[config.mk]
export PLATFORM = sky130hd
export DESIGN_NAME = work_break_phase_timer_unit
export DESIGN_NICKNAME = d
export VERILOG_FILES = /design/src/rtl/core/wbpt_pkg.sv /design/src/rtl/core/work_break_phase_timer_unit.sv /design/src/rtl/core/wbpt_in_reg.sv /design/src/rtl/core/wbpt_core.sv /design/src/rtl/core/wbpt_out_reg.sv
export SDC_FILE = /design/constraint.sdc
export NUM_CORES = 1
export LEC_CHECK = 0
export ABC_AREA = 1
export BUFFER_PORTS_ARGS = -buffer_cell sky130_fd_sc_hd__buf_4
export CORE_MARGIN = 2
export CORE_UTILIZATION = 50
export CTS_CLUSTER_DIAMETER = 150
export DETAILED_ROUTE_END_ITERATION = 10
export PLACE_DENSITY = 0.73
export SETUP_SLACK_MARGIN = 0.15
export SYNTH_ARGS = -nofsm -noshare
export SYNTH_HDL_FRONTEND = slang
export SYNTH_HIERARCHICAL = 1
export SYNTH_SLANG_ARGS = --single-unit
[constraint.sdc]
create_clock -name clk -period 2.9 [get_ports clk]
set_input_delay 0.145 -clock clk [delete_from_list [all_inputs] [get_ports clk]]
set_output_delay 0.145 -clock clk [all_outputs]
set_load 0.01 [all_outputs]
[src/rtl/core/wbpt_pkg.sv]
// ----------------------------------------------------------------------------
// Work/break phase timer - package
// Field widths, action and phase codes, item and result types.
// ----------------------------------------------------------------------------
`default_nettype none

package wbpt_pkg;

    localparam int ACTION_W  = 3;
    localparam int COUNT8_W  = 8;
    localparam int PHASE_W   = 3;
    localparam int SECS_W    = 14;
    localparam int SESSION_W = 9;
    localparam int CFG_IDX_W = 2;

    // action codes
    localparam logic [ACTION_W-1:0] ACT_TICK   = 3'd0;
    localparam logic [ACTION_W-1:0] ACT_START  = 3'd1;
    localparam logic [ACTION_W-1:0] ACT_PAUSE  = 3'd2;
    localparam logic [ACTION_W-1:0] ACT_RESUME = 3'd3;
    localparam logic [ACTION_W-1:0] ACT_RESET  = 3'd4;
    localparam logic [ACTION_W-1:0] ACT_SKIP   = 3'd5;
    localparam logic [ACTION_W-1:0] ACT_STATUS = 3'd6;

    // phase codes
    localparam logic [PHASE_W-1:0] PH_IDLE   = 3'd0;
    localparam logic [PHASE_W-1:0] PH_WORK   = 3'd1;
    localparam logic [PHASE_W-1:0] PH_BREAK  = 3'd2;
    localparam logic [PHASE_W-1:0] PH_LONG   = 3'd3;
    localparam logic [PHASE_W-1:0] PH_PAUSED = 3'd4;

    // configuration register indexes
    localparam logic [CFG_IDX_W-1:0] CFG_WORK_MIN  = 2'd0;
    localparam logic [CFG_IDX_W-1:0] CFG_BREAK_MIN = 2'd1;
    localparam logic [CFG_IDX_W-1:0] CFG_LONG_MIN  = 2'd2;

    localparam logic [COUNT8_W-1:0] WORK_MIN_RST  = 8'd25;
    localparam logic [COUNT8_W-1:0] BREAK_MIN_RST = 8'd5;
    localparam logic [COUNT8_W-1:0] LONG_MIN_RST  = 8'd15;

    typedef struct packed {
        logic [ACTION_W-1:0] action;
        logic [COUNT8_W-1:0] session_total;
        logic [COUNT8_W-1:0] sessions_done;
    } item_t;

    typedef struct packed {
        logic [PHASE_W-1:0]   phase;
        logic [SECS_W-1:0]    remaining_seconds;
        logic [SESSION_W-1:0] session_number;
        logic [COUNT8_W-1:0]  planned_total;
        logic                 session_ended;
        logic                 all_finished;
    } result_t;

    // minutes * 60 as (m << 6) - (m << 2)
    function automatic logic [SECS_W-1:0] minutes_to_secs(input logic [COUNT8_W-1:0] mins);
        logic [SECS_W-1:0] m;
        begin
            m = SECS_W'(mins);
            return (m << 6) - (m << 2);
        end
    endfunction

endpackage

`default_nettype wire

[src/rtl/core/work_break_phase_timer_unit.sv]
// An accepted item waits in the input register; its result is computed combinationally and
// loaded into the result register. Throughput: one item per cycle while the sink is ready;
// the phase update is one register-to-register step.
// While a result waits for the sink, one more input transfer can land in the input register,
// then in_ready stays low until the result transfers.
// Reset (rst_n low, asynchronous): idle, no session, phase lengths 25/5/15 minutes.
// ----------------------------------------------------------------------------
// Work/break phase timer - top level
// Counts down work, short break and long break phases on tick transfers.
// ----------------------------------------------------------------------------
`default_nettype none

module work_break_phase_timer_unit
    import wbpt_pkg::*;
#(
    parameter int SESSIONS_PER_CYCLE = 4
)
(
    input  wire logic                 clk,
    input  wire logic                 rst_n,
    input  wire logic                 cfg_wr_en,
    input  wire logic [CFG_IDX_W-1:0] cfg_addr,
    input  wire logic [COUNT8_W-1:0]  cfg_wdata,
    input  wire logic                 in_valid,
    output logic                      in_ready,
    input  wire logic [ACTION_W-1:0]  action,
    input  wire logic [COUNT8_W-1:0]  session_total,
    input  wire logic [COUNT8_W-1:0]  sessions_done,
    output logic                      out_valid,
    input  wire logic                 out_ready,
    output logic [PHASE_W-1:0]        phase,
    output logic [SECS_W-1:0]         remaining_seconds,
    output logic [SESSION_W-1:0]      session_number,
    output logic [COUNT8_W-1:0]       planned_total,
    output logic                      session_ended,
    output logic                      all_finished
);

    item_t   in_item;
    item_t   item;
    logic    item_valid;
    logic    out_free;
    logic    fire;
    result_t result_next;
    result_t result;

    assign in_item.action        = action;
    assign in_item.session_total = session_total;
    assign in_item.sessions_done = sessions_done;

    assign fire = item_valid && out_free;

    wbpt_in_reg u_in_reg (
        .clk        (clk),
        .rst_n      (rst_n),
        .in_valid   (in_valid),
        .in_ready   (in_ready),
        .in_item    (in_item),
        .take       (fire),
        .item_valid (item_valid),
        .item       (item)
    );

    wbpt_core #(
        .SESSIONS_PER_CYCLE (SESSIONS_PER_CYCLE)
    ) u_core (
        .clk       (clk),
        .rst_n     (rst_n),
        .cfg_wr_en (cfg_wr_en),
        .cfg_addr  (cfg_addr),
        .cfg_wdata (cfg_wdata),
        .fire      (fire),
        .item      (item),
        .result    (result_next)
    );

    wbpt_out_reg u_out_reg (
        .clk        (clk),
        .rst_n      (rst_n),
        .load       (fire),
        .result_in  (result_next),
        .free       (out_free),
        .out_valid  (out_valid),
        .out_ready  (out_ready),
        .result_out (result)
    );

    assign phase             = result.phase;
    assign remaining_seconds = result.remaining_seconds;
    assign session_number    = result.session_number;
    assign planned_total     = result.planned_total;
    assign session_ended     = result.session_ended;
    assign all_finished      = result.all_finished;

endmodule

`default_nettype wire

[src/rtl/core/wbpt_in_reg.sv]
// ----------------------------------------------------------------------------
// Work/break phase timer - input register
// Holds one accepted item until the update stage takes it.
// ----------------------------------------------------------------------------
`default_nettype none

module wbpt_in_reg
    import wbpt_pkg::*;
(
    input  wire logic  clk,
    input  wire logic  rst_n,
    input  wire logic  in_valid,
    output logic       in_ready,
    input  wire item_t in_item,
    input  wire logic  take,
    output logic       item_valid,
    output item_t      item
);

    logic  valid_reg;
    logic  valid_next;
    item_t item_reg;

    assign in_ready   = !valid_reg || take;
    assign valid_next = (in_valid && in_ready) || (valid_reg && !take);

    always_ff @(posedge clk or negedge rst_n)
    begin
        if (!rst_n)
        begin
            valid_reg <= 1'b0;
        end
        else
        begin
            valid_reg <= valid_next;
        end
    end

    always_ff @(posedge clk)
    begin
        if (in_valid && in_ready)
        begin
            item_reg <= in_item;
        end
    end

    assign item_valid = valid_reg;
    assign item       = item_reg;

endmodule

`default_nettype wire

[src/rtl/core/wbpt_core.sv]
// ----------------------------------------------------------------------------
// Work/break phase timer - phase state and update logic
// Holds timer state and phase lengths, computes the state after one item.
// ----------------------------------------------------------------------------
`default_nettype none

module wbpt_core
    import wbpt_pkg::*;
#(
    parameter int SESSIONS_PER_CYCLE = 4
)
(
    input  wire logic                 clk,
    input  wire logic                 rst_n,
    input  wire logic                 cfg_wr_en,
    input  wire logic [CFG_IDX_W-1:0] cfg_addr,
    input  wire logic [COUNT8_W-1:0]  cfg_wdata,
    input  wire logic                 fire,
    input  wire item_t                item,
    output result_t                   result
);

    localparam int RES_W     = $clog2(SESSIONS_PER_CYCLE);
    localparam int RES_SHIFT = 13;
    localparam int RES_MULT  = (2 ** RES_SHIFT + SESSIONS_PER_CYCLE - 1) / SESSIONS_PER_CYCLE;
    localparam int PROD_W    = SESSION_W + RES_SHIFT;
    localparam logic [RES_W-1:0] RES_LAST = RES_W'(SESSIONS_PER_CYCLE - 1);
    localparam logic [RES_W-1:0] RES_ONE  = RES_W'(1);

    logic [COUNT8_W-1:0]  work_min_reg;
    logic [COUNT8_W-1:0]  break_min_reg;
    logic [COUNT8_W-1:0]  long_min_reg;

    logic [PHASE_W-1:0]   phase_reg,       phase_next;
    logic [1:0]           paused_from_reg, paused_from_next;
    logic [SECS_W-1:0]    countdown_reg,   countdown_next;
    logic [SESSION_W-1:0] session_reg,     session_next;
    logic [COUNT8_W-1:0]  total_reg,       total_next;
    // session count modulo sessions per cycle
    logic [RES_W-1:0]     residue_reg,     residue_next;

    logic                 ended;
    logic                 all_done;

    logic [SESSION_W-1:0] sc_inc;
    logic [RES_W-1:0]     res_inc;
    logic                 sessions_over;
    logic                 long_due;
    logic [PHASE_W-1:0]   end_from;
    logic                 running;

    logic [SESSION_W-1:0] start_count;
    logic [PROD_W-1:0]    start_prod;
    logic [SESSION_W-1:0] start_quot;
    logic [SESSION_W-1:0] start_rem;

    // configuration, to be written by the user only while no item is in flight; not enforced by the block
    always_ff @(posedge clk or negedge rst_n)
    begin
        if (!rst_n)
        begin
            work_min_reg  <= WORK_MIN_RST;
            break_min_reg <= BREAK_MIN_RST;
            long_min_reg  <= LONG_MIN_RST;
        end
        else if (cfg_wr_en)
        begin
            case (cfg_addr)
                CFG_WORK_MIN:  work_min_reg  <= cfg_wdata;
                CFG_BREAK_MIN: break_min_reg <= cfg_wdata;
                CFG_LONG_MIN:  long_min_reg  <= cfg_wdata;
                default:       ;
            endcase
        end
    end

    // start count mod N by reciprocal multiply, exact for 9-bit counts
    assign start_count = SESSION_W'(item.sessions_done) + SESSION_W'(1);
    assign start_prod  = PROD_W'(start_count) * PROD_W'(RES_MULT);
    assign start_quot  = start_prod[PROD_W-1:RES_SHIFT];
    assign start_rem   = start_count - SESSION_W'(start_quot * SESSION_W'(SESSIONS_PER_CYCLE));

    assign sc_inc        = session_reg + SESSION_W'(1);
    assign res_inc       = (residue_reg == RES_LAST) ? '0 : residue_reg + RES_ONE;
    assign sessions_over = sc_inc > SESSION_W'(total_reg);
    assign long_due      = (res_inc == RES_ONE) && (sc_inc > SESSION_W'(1));
    assign running       = phase_reg inside {PH_WORK, PH_BREAK, PH_LONG};
    assign end_from      = (phase_reg == PH_PAUSED) ? {1'b0, paused_from_reg} : phase_reg;

    always_comb
    begin
        phase_next       = phase_reg;
        paused_from_next = paused_from_reg;
        countdown_next   = countdown_reg;
        session_next     = session_reg;
        total_next       = total_reg;
        residue_next     = residue_reg;
        ended            = 1'b0;
        all_done         = 1'b0;

        case (item.action)
            ACT_TICK, ACT_SKIP:
            begin
                if ((item.action == ACT_TICK && running && countdown_reg > SECS_W'(1)))
                begin
                    countdown_next = countdown_reg - SECS_W'(1);
                end
                else if ((item.action == ACT_TICK && running) ||
                         (item.action == ACT_SKIP && phase_reg != PH_IDLE))
                begin
                    // phase ran out or was skipped
                    countdown_next = '0;
                    if (end_from == PH_WORK)
                    begin
                        session_next = sc_inc;
                        residue_next = res_inc;
                        ended        = 1'b1;
                        if (sessions_over)
                        begin
                            phase_next = PH_IDLE;
                            all_done   = 1'b1;
                        end
                        else if (long_due)
                        begin
                            phase_next     = PH_LONG;
                            countdown_next = minutes_to_secs(long_min_reg);
                        end
                        else
                        begin
                            phase_next     = PH_BREAK;
                            countdown_next = minutes_to_secs(break_min_reg);
                        end
                    end
                    else
                    begin
                        phase_next     = PH_WORK;
                        countdown_next = minutes_to_secs(work_min_reg);
                    end
                end
            end
            ACT_START:
            begin
                phase_next       = PH_WORK;
                paused_from_next = PH_WORK[1:0];
                countdown_next   = minutes_to_secs(work_min_reg);
                session_next     = start_count;
                total_next       = item.session_total;
                residue_next     = start_rem[RES_W-1:0];
            end
            ACT_PAUSE:
            begin
                if (running)
                begin
                    paused_from_next = phase_reg[1:0];
                    phase_next       = PH_PAUSED;
                end
            end
            ACT_RESUME:
            begin
                if (phase_reg == PH_PAUSED)
                begin
                    phase_next = {1'b0, paused_from_reg};
                end
            end
            ACT_RESET:
            begin
                phase_next       = PH_IDLE;
                paused_from_next = PH_WORK[1:0];
                countdown_next   = '0;
                session_next     = '0;
                total_next       = '0;
                residue_next     = '0;
            end
            default:
            begin
                // status query and unused code: no change
            end
        endcase
    end

    always_ff @(posedge clk or negedge rst_n)
    begin
        if (!rst_n)
        begin
            phase_reg       <= PH_IDLE;
            paused_from_reg <= PH_WORK[1:0];
            countdown_reg   <= '0;
            session_reg     <= '0;
            total_reg       <= '0;
            residue_reg     <= '0;
        end
        else if (fire)
        begin
            phase_reg       <= phase_next;
            paused_from_reg <= paused_from_next;
            countdown_reg   <= countdown_next;
            session_reg     <= session_next;
            total_reg       <= total_next;
            residue_reg     <= residue_next;
        end
    end

    assign result.phase             = phase_next;
    assign result.remaining_seconds = countdown_next;
    assign result.session_number    = session_next;
    assign result.planned_total     = total_next;
    assign result.session_ended     = ended;
    assign result.all_finished      = all_done;

endmodule

`default_nettype wire

[src/rtl/core/wbpt_out_reg.sv]
// ----------------------------------------------------------------------------
// Work/break phase timer - result register
// Holds one status result until the sink takes it.
// ----------------------------------------------------------------------------
`default_nettype none

module wbpt_out_reg
    import wbpt_pkg::*;
(
    input  wire logic    clk,
    input  wire logic    rst_n,
    input  wire logic    load,
    input  wire result_t result_in,
    output logic         free,
    output logic         out_valid,
    input  wire logic    out_ready,
    output result_t      result_out
);

    logic    valid_reg;
    logic    valid_next;
    result_t result_reg;

    // register can take a new result when empty or when drained this cycle
    assign free       = !valid_reg || out_ready;
    assign valid_next = load || (valid_reg && !out_ready);

    always_ff @(posedge clk or negedge rst_n)
    begin
        if (!rst_n)
        begin
            valid_reg <= 1'b0;
        end
        else
        begin
            valid_reg <= valid_next;
        end
    end

    always_ff @(posedge clk)
    begin
        if (load)
        begin
            result_reg <= result_in;
        end
    end

    assign out_valid  = valid_reg;
    assign result_out = result_reg;

endmodule

`default_nettype wire

# --- Yosys cells after proc, flatten, opt, wreduce, memory -nomap -nowiden ---
# Index checks and enable logic that the tools add are counted.
totals:
  regBits: 119
op_classes:
  addsub: 8
  magnitude_cmp: 3
  n_eq_ne: 18
  muxes: 28
  n_bitwise: 3
  reduce_logical: 32
ops:
  columns: ["operator", "n"]
  rows:
  - ["14-bit two-way mux", 5]
  - ["14-bit one-hot mux with 3 select lines", 1]
  - ["14-bit by 10-bit subtractor with 14-bit output", 3]
  - ["9-bit two-way mux", 3]
  - ["9-bit one-hot mux with 3 select lines", 1]
  - ["3-bit two-way mux", 6]
  - ["8-bit one-hot mux with 2 select lines", 1]
  - ["3-bit one-hot mux with 5 select lines", 1]
  - ["14-bit by 1-bit greater-than comparator with 1-bit output (second input constant)", 1]
  - ["14-bit by 1-bit subtractor with 14-bit output (second input constant)", 1]
  - ["3-bit by 2-bit equality test with 1-bit output (second input constant)", 4]
  - ["2-bit two-way mux", 5]
  - ["8-bit by 1-bit adder with 9-bit output (second input constant)", 1]
  - ["9-bit by 1-bit adder with 9-bit output (second input constant)", 1]
  - ["3-bit by 1-bit equality test with 1-bit output (second input constant)", 3]
  - ["3-bit equality test (second input constant)", 3]
  - ["9-bit by 1-bit greater-than comparator with 1-bit output (second input constant)", 1]
  - ["9-bit by 8-bit greater-than comparator with 1-bit output", 1]
  - ["3-bit nonzero test", 3]
  - ["1-bit logical AND", 8]
  - ["2-bit by 1-bit != test with 1-bit output (second input constant)", 3]
  - ["2-bit one-hot mux with 3 select lines", 1]
  - ["2-bit AND reduction", 3]
  - ["1-bit logical OR", 5]
  - ["other kinds (17)", 27]

# --- Longest topological paths before layout ---
# Gate-level depths: netlist of run 1.
depth:
  depth_word: 10
  ltp_mapped: 22

# --- Cells and area by module ---
# The synthesis of run 1 kept the hierarchy.
modules_own_cells:
  columns: ["mod", "n_inst", "cells_per_inst", "area_each_um2"]
  rows:
  - ["wbpt_core", 1, 915, 5874.4]
  - ["wbpt_out_reg", 1, 41, 1126.1]
  - ["wbpt_in_reg", 1, 25, 615.6]
  - ["work_break_phase_timer_unit", 1, 2, 7.5]

# --- Least setup slack after synthesis of run 1 ---
# OpenSTA, ideal clock, no wires.
synth_timing:
  kind: "reg-to-reg"
  startpoint: "register u_out_reg.valid_reg, in the netlist u_out_reg/out_valid"
  endpoint: "register u_in_reg.item_reg (netlist bit u_in_reg/item[0]), enable pin"
  setup_time_ps: 401
  t_arrival_ps: 2435
  required_time_ps: 2499
  setup_slack_ps: 64
  path_stages_with_launch: 6
  period_less_slack_ps: 2836
  path_cell_list: "dfrtp_1 nand2_2 nand2_1 inv_1 inv_1 a21oi_1"
synth_via:
  elab_chain_len: 5
synth_lines:
  columns: ["element", "line_no", "source"]
  rows:
  - ["from (decl)", "wbpt_out_reg.sv:20", "logic valid_reg;"]
  - ["from (signal assigned)", "wbpt_out_reg.sv:36", "valid_reg <= valid_next;"]
  - ["1-bit zero test", "wbpt_out_reg.sv:25", "assign free = !valid_reg || out_ready;"]
  - ["1-bit logical OR", "wbpt_out_reg.sv:25", null]
  - ["via out_free", "work_break_phase_timer_unit.sv:42", "logic out_free;"]
  - ["1-bit logical AND", "work_break_phase_timer_unit.sv:51", "assign fire = item_valid && out_free;"]
  - ["via fire", "work_break_phase_timer_unit.sv:43", "logic fire;"]
  - ["1-bit logical OR", "wbpt_in_reg.sv:24", "assign in_ready = !valid_reg || take;"]
  - ["1-bit logical AND", "wbpt_in_reg.sv:41", "if (in_valid && in_ready)"]
  - ["to (signal assigned)", "wbpt_in_reg.sv:43", "item_reg <= in_item;"]
  - ["to (decl)", "wbpt_in_reg.sv:22", "item_t item_reg;"]
# The timed path passes the listed nets, and every way through them passes these cells.
# A chain may end at the register's enable or synchronous reset.

==> reports/qor.txt, run 1 <==
CP max stage delay: 0.43 ns
Worst Setup Start Kind: flop
vias in the first global route: 6450
DRT iter0 DRCs: 684
ant diodes: 0
initial antenna violation count: 0
Hold WC Path Type: in -> reg
Synth area leader: edfxtp_1
top-count cell post-synth: nand2_1
via count: 6980
Core Region: 15000 um^2
yosys warns: 6
share of post-route cells with drive strength above 1: 17.2%
Starting Density: 50.7%
Total GRT Usage: 25.6%
routability congestion estimate from global placement: 0.958
CP max-delay cell: dfrtp_2
post-synthesis cell count: 983
clock tree buffer depth: 2
DR vias/cell: 5.44
CTS HTree Levels: 4
clk sinks: 119
Max VDD drop: 551 uV
Buf/Inv on CP: 2
Worst Hold Depth: 3
Post-synth top cells: nand2_1 (246), inv_1 (158), o21ai_0 (76)
grt ovf: 0
die area: 16300 um^2
Sum Neg Setup Slack: 0 ns
cell repeated most along the worst path: nand2_1
# setup viols final: 0
CTS tree: built
Mapped Area: 7620 um^2
Worst R2R Setup Slack: 0.30 ns
switching share of power: 41.6%
Pint: 4.53 mW
cts bufs inserted: 17
max reg flops: 36
final worst path period need: 2.60 ns
drt wl/cell: 15.9 um
CP delay by family, top: simple AND/OR/NAND/NOR gates
Max Clk Rate: 0.384 GHz
status: complete, no violations
Syn-to-layout area delta: 20.5%
post-synth top area share: 21.7%
EDFF count, synth: 55
Req. time, crit path: 3.15 ns
Syn Nets: 1045
hpwl dp: 14.4 mm
Comb pwr share: 42.6%
Worst setup EP type: flop
Slew Limit Fails: 0
max cap viols: 0
clock share of power: 24.3%
Reg2Reg Depth: 17
Skew-Pair Late Insertion Delay: 0.42 ns
Final Util: 61.1%
largest net degree at the start of global routing: 65
PD cells: 845 nW/um^2
CP Class: reg -> reg
Worst Path Arrival: 2.85 ns
first-pass GRT wire length: 32.7 mm
DRC: 0
register area share after synthesis: 42.8%
Post-synth top flop: edfxtp_1
Flop pwr share: 33.2%
asr flop ratio synth: 53.8%
RSZ-0062 raised after global routing: no
CP Cell Sequence: inv_1 > ha_1 > inv_1 > a21oi_1 > nor2_1 > nand3_1 > nor2_4 > nand4_4 > nand2_8 > nand2_1 > nand2_1 > nand3_1 > nand2_1 > nand2_1 > nand2_1 > nand2_1 > a22oi_1
clk root buf: clkbuf_16
Clock Skew: 0.00740 ns
DRT Wirelength: 20.4 mm
Layout Nets: 1145
Buffers on Ports: 71
Chip Height: 127 um
Slew HR: 42.2%
crit-path max FO: 16
Fin. Hold Viols: 0
Tightest Pin Transition: 0.867 ns
io pins: 72
Avg Inst Size Synth: 7.76 um^2
total power: 7.76 mW
Routed Antenna Nets: 0
P_leak: 4.44 nW
Clock transition at path regs: 0.05 ns
row cnt: 45
Die X: 127 um
First-pass DRT Iterations: 5
period utilisation layout: 89.8%
Synth Register Bits: 119
Area contributors post-synth: edfxtp_1 (22%), dfrtp_1 (18%), nand2_1 (12%)
CP Depth: 17
net switching power figure: 3.23 mW
Synth cell types: 52
## path summary, 6_finish.rpt
path,end,start
setup / recovery,u_out_reg/result_out[24],u_core/session_reg[0]
hold / removal,u_core/long_min_reg[2],cfg_wdata[2]
setup reg to reg,u_out_reg/result_out[24],u_core/session_reg[0]
hold reg to reg,u_core/work_min_reg[5],u_core/work_min_reg[5]
max in group asynchronous,u_core/session_reg[5],rst_n
min in group asynchronous,u_core/long_min_reg[5],rst_n
## stage by stage
step	hold WS [ns]	instances	cell area, um^2	worst slack (ns)
after floorplan	-0.151	983	7630	0.400
after global placement	0.323	1223	8330	0.230
after detailed placement	0.324	1223	8330	0.107
after CTS	0.0369	1277	9080	0.177
after global routing	0.0520	1284	9190	0.148
final	0.0329	1284	9190	0.297
## worst reg2reg max path, stage by stage, from the launching register on
cell,delay [ns]
dfrtp_2,0.43
inv_1,0.08
ha_1,0.33
inv_1,0.08
a21oi_1,0.07
nor2_1,0.12
nand3_1,0.13
nor2_4,0.12
nand4_4,0.18
nand2_8,0.17
nand2_1,0.06
nand2_1,0.16
nand3_1,0.10
nand2_1,0.07
nand2_1,0.05
nand2_1,0.05
nand2_1,0.06
a22oi_1,0.18
## kinds of logic after synthesis
logic type               synth area share (%)
buffers and inverters                    10.4
AND/OR/NAND/NOR                          24.4
AO/OA/AOI/OAI                            14.2
flip-flops                               42.8
XOR/XNOR                                 3.56
adder cells (fa/ha/maj)                  4.60
## cell type report
type                            count  area, um^2
Multi-Input combinational cell    668        3630
Tap cell                          188         235
Clock inverter                     15         105
Timing Repair Buffer              111         898
Sequential cell                   119        3270
Fill cell                        1325        5840
Inverter                          166         623
Clock buffer                       17         425
## placed cells by master (no fill, tap or decap), drive strengths merged, types with 3 or more instances in the layout
cell type    count
nand3           66
buf             88
nand2          260
clkbuf          18
o211ai           8
xnor2            7
nor3            19
a221oi           3
nor2            64
a21oi           40
xor2            24
nand4           15
o22ai            8
inv            166
edfxtp          55
a22oi           13
a31oi            3
o21a             5
o2111ai          4
dlygate4sd3     22
clkinv          13
dfrtp           54
dfstp           10
o21ai           87
ha              28
## power by group through the flow
stage	clock network (mW)	registers, mW	logic [mW]
floorplan	0	2.54	2.18
CTS	1.90	2.56	3.08
global route	1.98	2.62	3.68
detailed placement	0	2.58	3.04
global placement	0	2.58	3.00
finish	1.88	2.57	3.31
## routing by layer
metal	track usage [%]	wire, um	vias to the layer above
li1	-	-	3431
met1	35.2	9040	3238
met2	40.8	9500	274
met3	4.98	1470	37
met4	8.79	397	0
met5	0	0	-
## timing repair
item	in CTS	in global routing
endpoints found under the setup margin	3	29
setup buffers	0	6
hold buffers	22	0
gates resized for setup	1	17
gates cloned	0	1
endpoints found under the hold margin	75	0
pin swaps	0	1
Power figures use the tool's default switching activity.
==> run 2, diff against run 1 <==
--- a/config.mk
+++ b/config.mk
@@ -7,7 +7,6 @@
 export LEC_CHECK = 0
 export ABC_AREA = 1
 export BUFFER_PORTS_ARGS = -buffer_cell sky130_fd_sc_hd__buf_4
-export CORE_MARGIN = 2
 export CORE_UTILIZATION = 50
 export CTS_CLUSTER_DIAMETER = 150
 export DETAILED_ROUTE_END_ITERATION = 10
==> reports/qor.txt, run 2 (same netlist as run 1, synthesis figures left out) <==
final worst path period need: 2.65 ns (+0.0489 ns)
io pins: 72 (unchanged)
most frequent cells in the layout: nand2_1 (246), inv_1 (157), buf_4 (89)
clock tree buffer depth: 2 (unchanged)
worst setup margin: 0.248 ns (-0.0489 ns)
CP Cell Sequence: nor2_1 > nor2_2 > nand4_2 > nand2_4 > inv_2 > nor2_4 > nand2_4 > nand2_2 > inv_2 > nand2_1 > o2111ai_1 > o21a_1
DR vias/cell: 5.39 (-0.78%)
grt ovf: 0 (unchanged)
initial antenna violation count: 0 (unchanged)
wire length on met2: 9.21 mm (-3.1%)
Die X: 125 um (-1.6%)
CP Class: reg -> reg
Slew Limit Fails: 0 (unchanged)
Hold WC Path Type: in -> reg
Reg2Reg Depth: 12 (-5)
Filler cells: 1295 (-2.3%)
largest net degree at the start of global routing: 65 (unchanged)
clock share of power: 25.6% (+1.3 points)
Syn-to-layout area delta: 20.9%
Flop pwr share: 33.0% (-0.2 points)
Worst Setup Start Kind: flop
CTS tree: built
crit-path max FO: 14 (-2)
status: complete, but fails checks
# setup viols final: 0 (unchanged)
P_leak: 4.48 nW (+0.91%)
max reg flops: 36 (unchanged)
Worst Path Arrival: 2.81 ns (-0.04 ns)
CP max-delay cell: dfrtp_1
Max Used Layer: met4
Req. time, crit path: 3.06 ns (-0.09 ns)
Tightest Pin Transition: 0.861 ns (-0.00565 ns)
first-pass GRT wire length: 32.2 mm (-1.4%)
Clock Skew: 0.00639 ns (-0.00101 ns)
Chip Height: 125 um (-1.6%)
ant diodes: 0 (unchanged)
most common cell after layout, fill and taps aside: nand2_1
Routed Antenna Nets: 0 (unchanged)
Critical Path End: u_out_reg/result_out[13]
Fin. Hold Viols: 0 (unchanged)
RR Startpoint: u_core/phase_reg[0]
Pint: 4.65 mW (+2.7%)
share of post-route cells with drive strength above 1: 16.1% (-1.0 points)
clk root buf: clkbuf_16
CP max stage delay: 0.48 ns (+0.05 ns)
Comb pwr share: 41.4% (-1.2 points)
Met1 Wirelength: 8.88 mm (-1.8%)
period utilisation layout: 91.4% (+1.7 points)
Slew HR: 42.6% (+0.38 points)
Clock transition at path regs: 0.05 ns (about the same)
Total GRT Usage: 26.4% (+0.80 points)
Buffers on Ports: 71 (unchanged)
Final Instance Count excl. Fillers: 1280 (-0.31%)
CTS HTree Levels: 4 (unchanged)
Final Util: 62.7% (+1.6 points)
max cap viols: 0 (unchanged)
Core Region: 14700 um^2 (-2.2%)
via count: 6904 (-1.1%)
failing checks: design-rule violations
hpwl dp: 13.9 mm (-4.0%)
Max Clk Rate: 0.377 GHz (-1.8%)
First-pass DRT Iterations: 8 (+3)
R2R Path End: u_out_reg/result_out[13]
die area: 15700 um^2 (-3.1%)
Worst setup EP type: flop
DRT Wirelength: 19.9 mm (-2.2%)
RSZ-0062 raised after global routing: yes
routability congestion estimate from global placement: 0.901 (-5.9%)
switching share of power: 40.0% (-1.6 points)
Skew-Pair Late Insertion Delay: 0.42 ns (about the same)
row cnt: 44 (-2.2%)
net switching power figure: 3.10 mW (-4.0%)
DP Cell Count: 1222 (-0.082%)
cts bufs inserted: 17 (unchanged)
Starting Density: 51.9% (+1.2 points)
metal3 WL: 1.37 mm (-6.5%)
Max VDD drop: 562 uV (+2.0%)
DRT iter0 DRCs: 560 (-18%)
PD cells: 842 nW/um^2 (-0.34%)
pre-CTS setup slack: 0.143 ns (+0.0354 ns)
Layout Nets: 1145 (unchanged)
Sum Neg Setup Slack: 0 ns (unchanged)
Worst Setup SP: u_core/phase_reg[0]
clk sinks: 119 (unchanged)
Worst R2R Setup Slack: 0.25 ns (-0.05 ns)
DRC: 6 (+6)
drt wl/cell: 15.6 um (-1.9%)
vias in the first global route: 6368 (-1.3%)
## run 2: power by group through the flow
stage               clock (mW)  combinational [mW]  sequential [mW]
finish                    1.99                3.21             2.56
global route              2.09                3.58             2.60
CTS                       2.01                3.09             2.54
detailed placement           0                3.05             2.57
global placement             0                3.01             2.57
floorplan                    0                2.18             2.54
## run 2: how the worst min path moves through the flow
| stage | from | end | slack (ns) | depth (start not counted) |
|---|---|---|---|---|
| after floorplan | rst_n | u_core/break_min_reg[1] | -0.15 | 0 |
| after global placement | rst_n | u_core/total_reg[5] | 0.31 | 1 |
| after detailed placement | rst_n | u_core/total_reg[5] | 0.32 | 1 |
| after CTS | cfg_wdata[0] | u_core/break_min_reg[0] | 0.01 | 3 |
| after global routing | cfg_wdata[0] | u_core/break_min_reg[0] | 0.01 | 3 |
| final | cfg_wdata[0] | u_core/break_min_reg[0] | 0.02 | 3 |
## run 2: area by class of cell
cell class | count | area, um^2 | area share [%]
clock buffer | 25 | 528 | 5.73
clock inverter | 7 | 41.3 | 0.448
timing repair buffer | 112 | 908 | 9.86
inverter | 166 | 623 | 6.76
multi-input combinational | 667 | 3610 | 39.2
sequential | 119 | 3270 | 35.5
tap | 184 | 230 | 2.50
## run 2: critical path, delay by kind of cell (launching register included)
family,cells,cell delay (ns)
AO/OA/AOI/OAI,2,0.36
flip-flops,1,0.48
buffers and inverters,2,0.26
AND/OR/NAND/NOR,8,1.30
## run 2: stage by stage
step | area (um^2) | hold slack [ns] | power (mW)
6_report | 9210 | 0.0164 | 7.76
5_1_grt | 9210 | 0.00978 | 8.27
4_1_cts | 9140 | 0.0143 | 7.64
3_5_place_dp | 8350 | 0.317 | 5.61
3_3_place_gp | 8350 | 0.312 | 5.58
2_1_floorplan | 7630 | -0.151 | 4.72
## run 2: layer usage
metal  track usage, %  vias to the layer above
li1                 -                     3427
met1             35.3                     3178
met2             42.5                      263
met3             5.31                       36
met4             9.90                        0
met5                0                        -
## run 2: what timing repair did
item                       CTS  global route
gates cloned                 0             0
pin swaps                    0             1
setup endpoints to repair    5            42
resized for setup            1            10
hold endpoints to repair    75             0
hold buffers                22             0
setup buffers                0             4
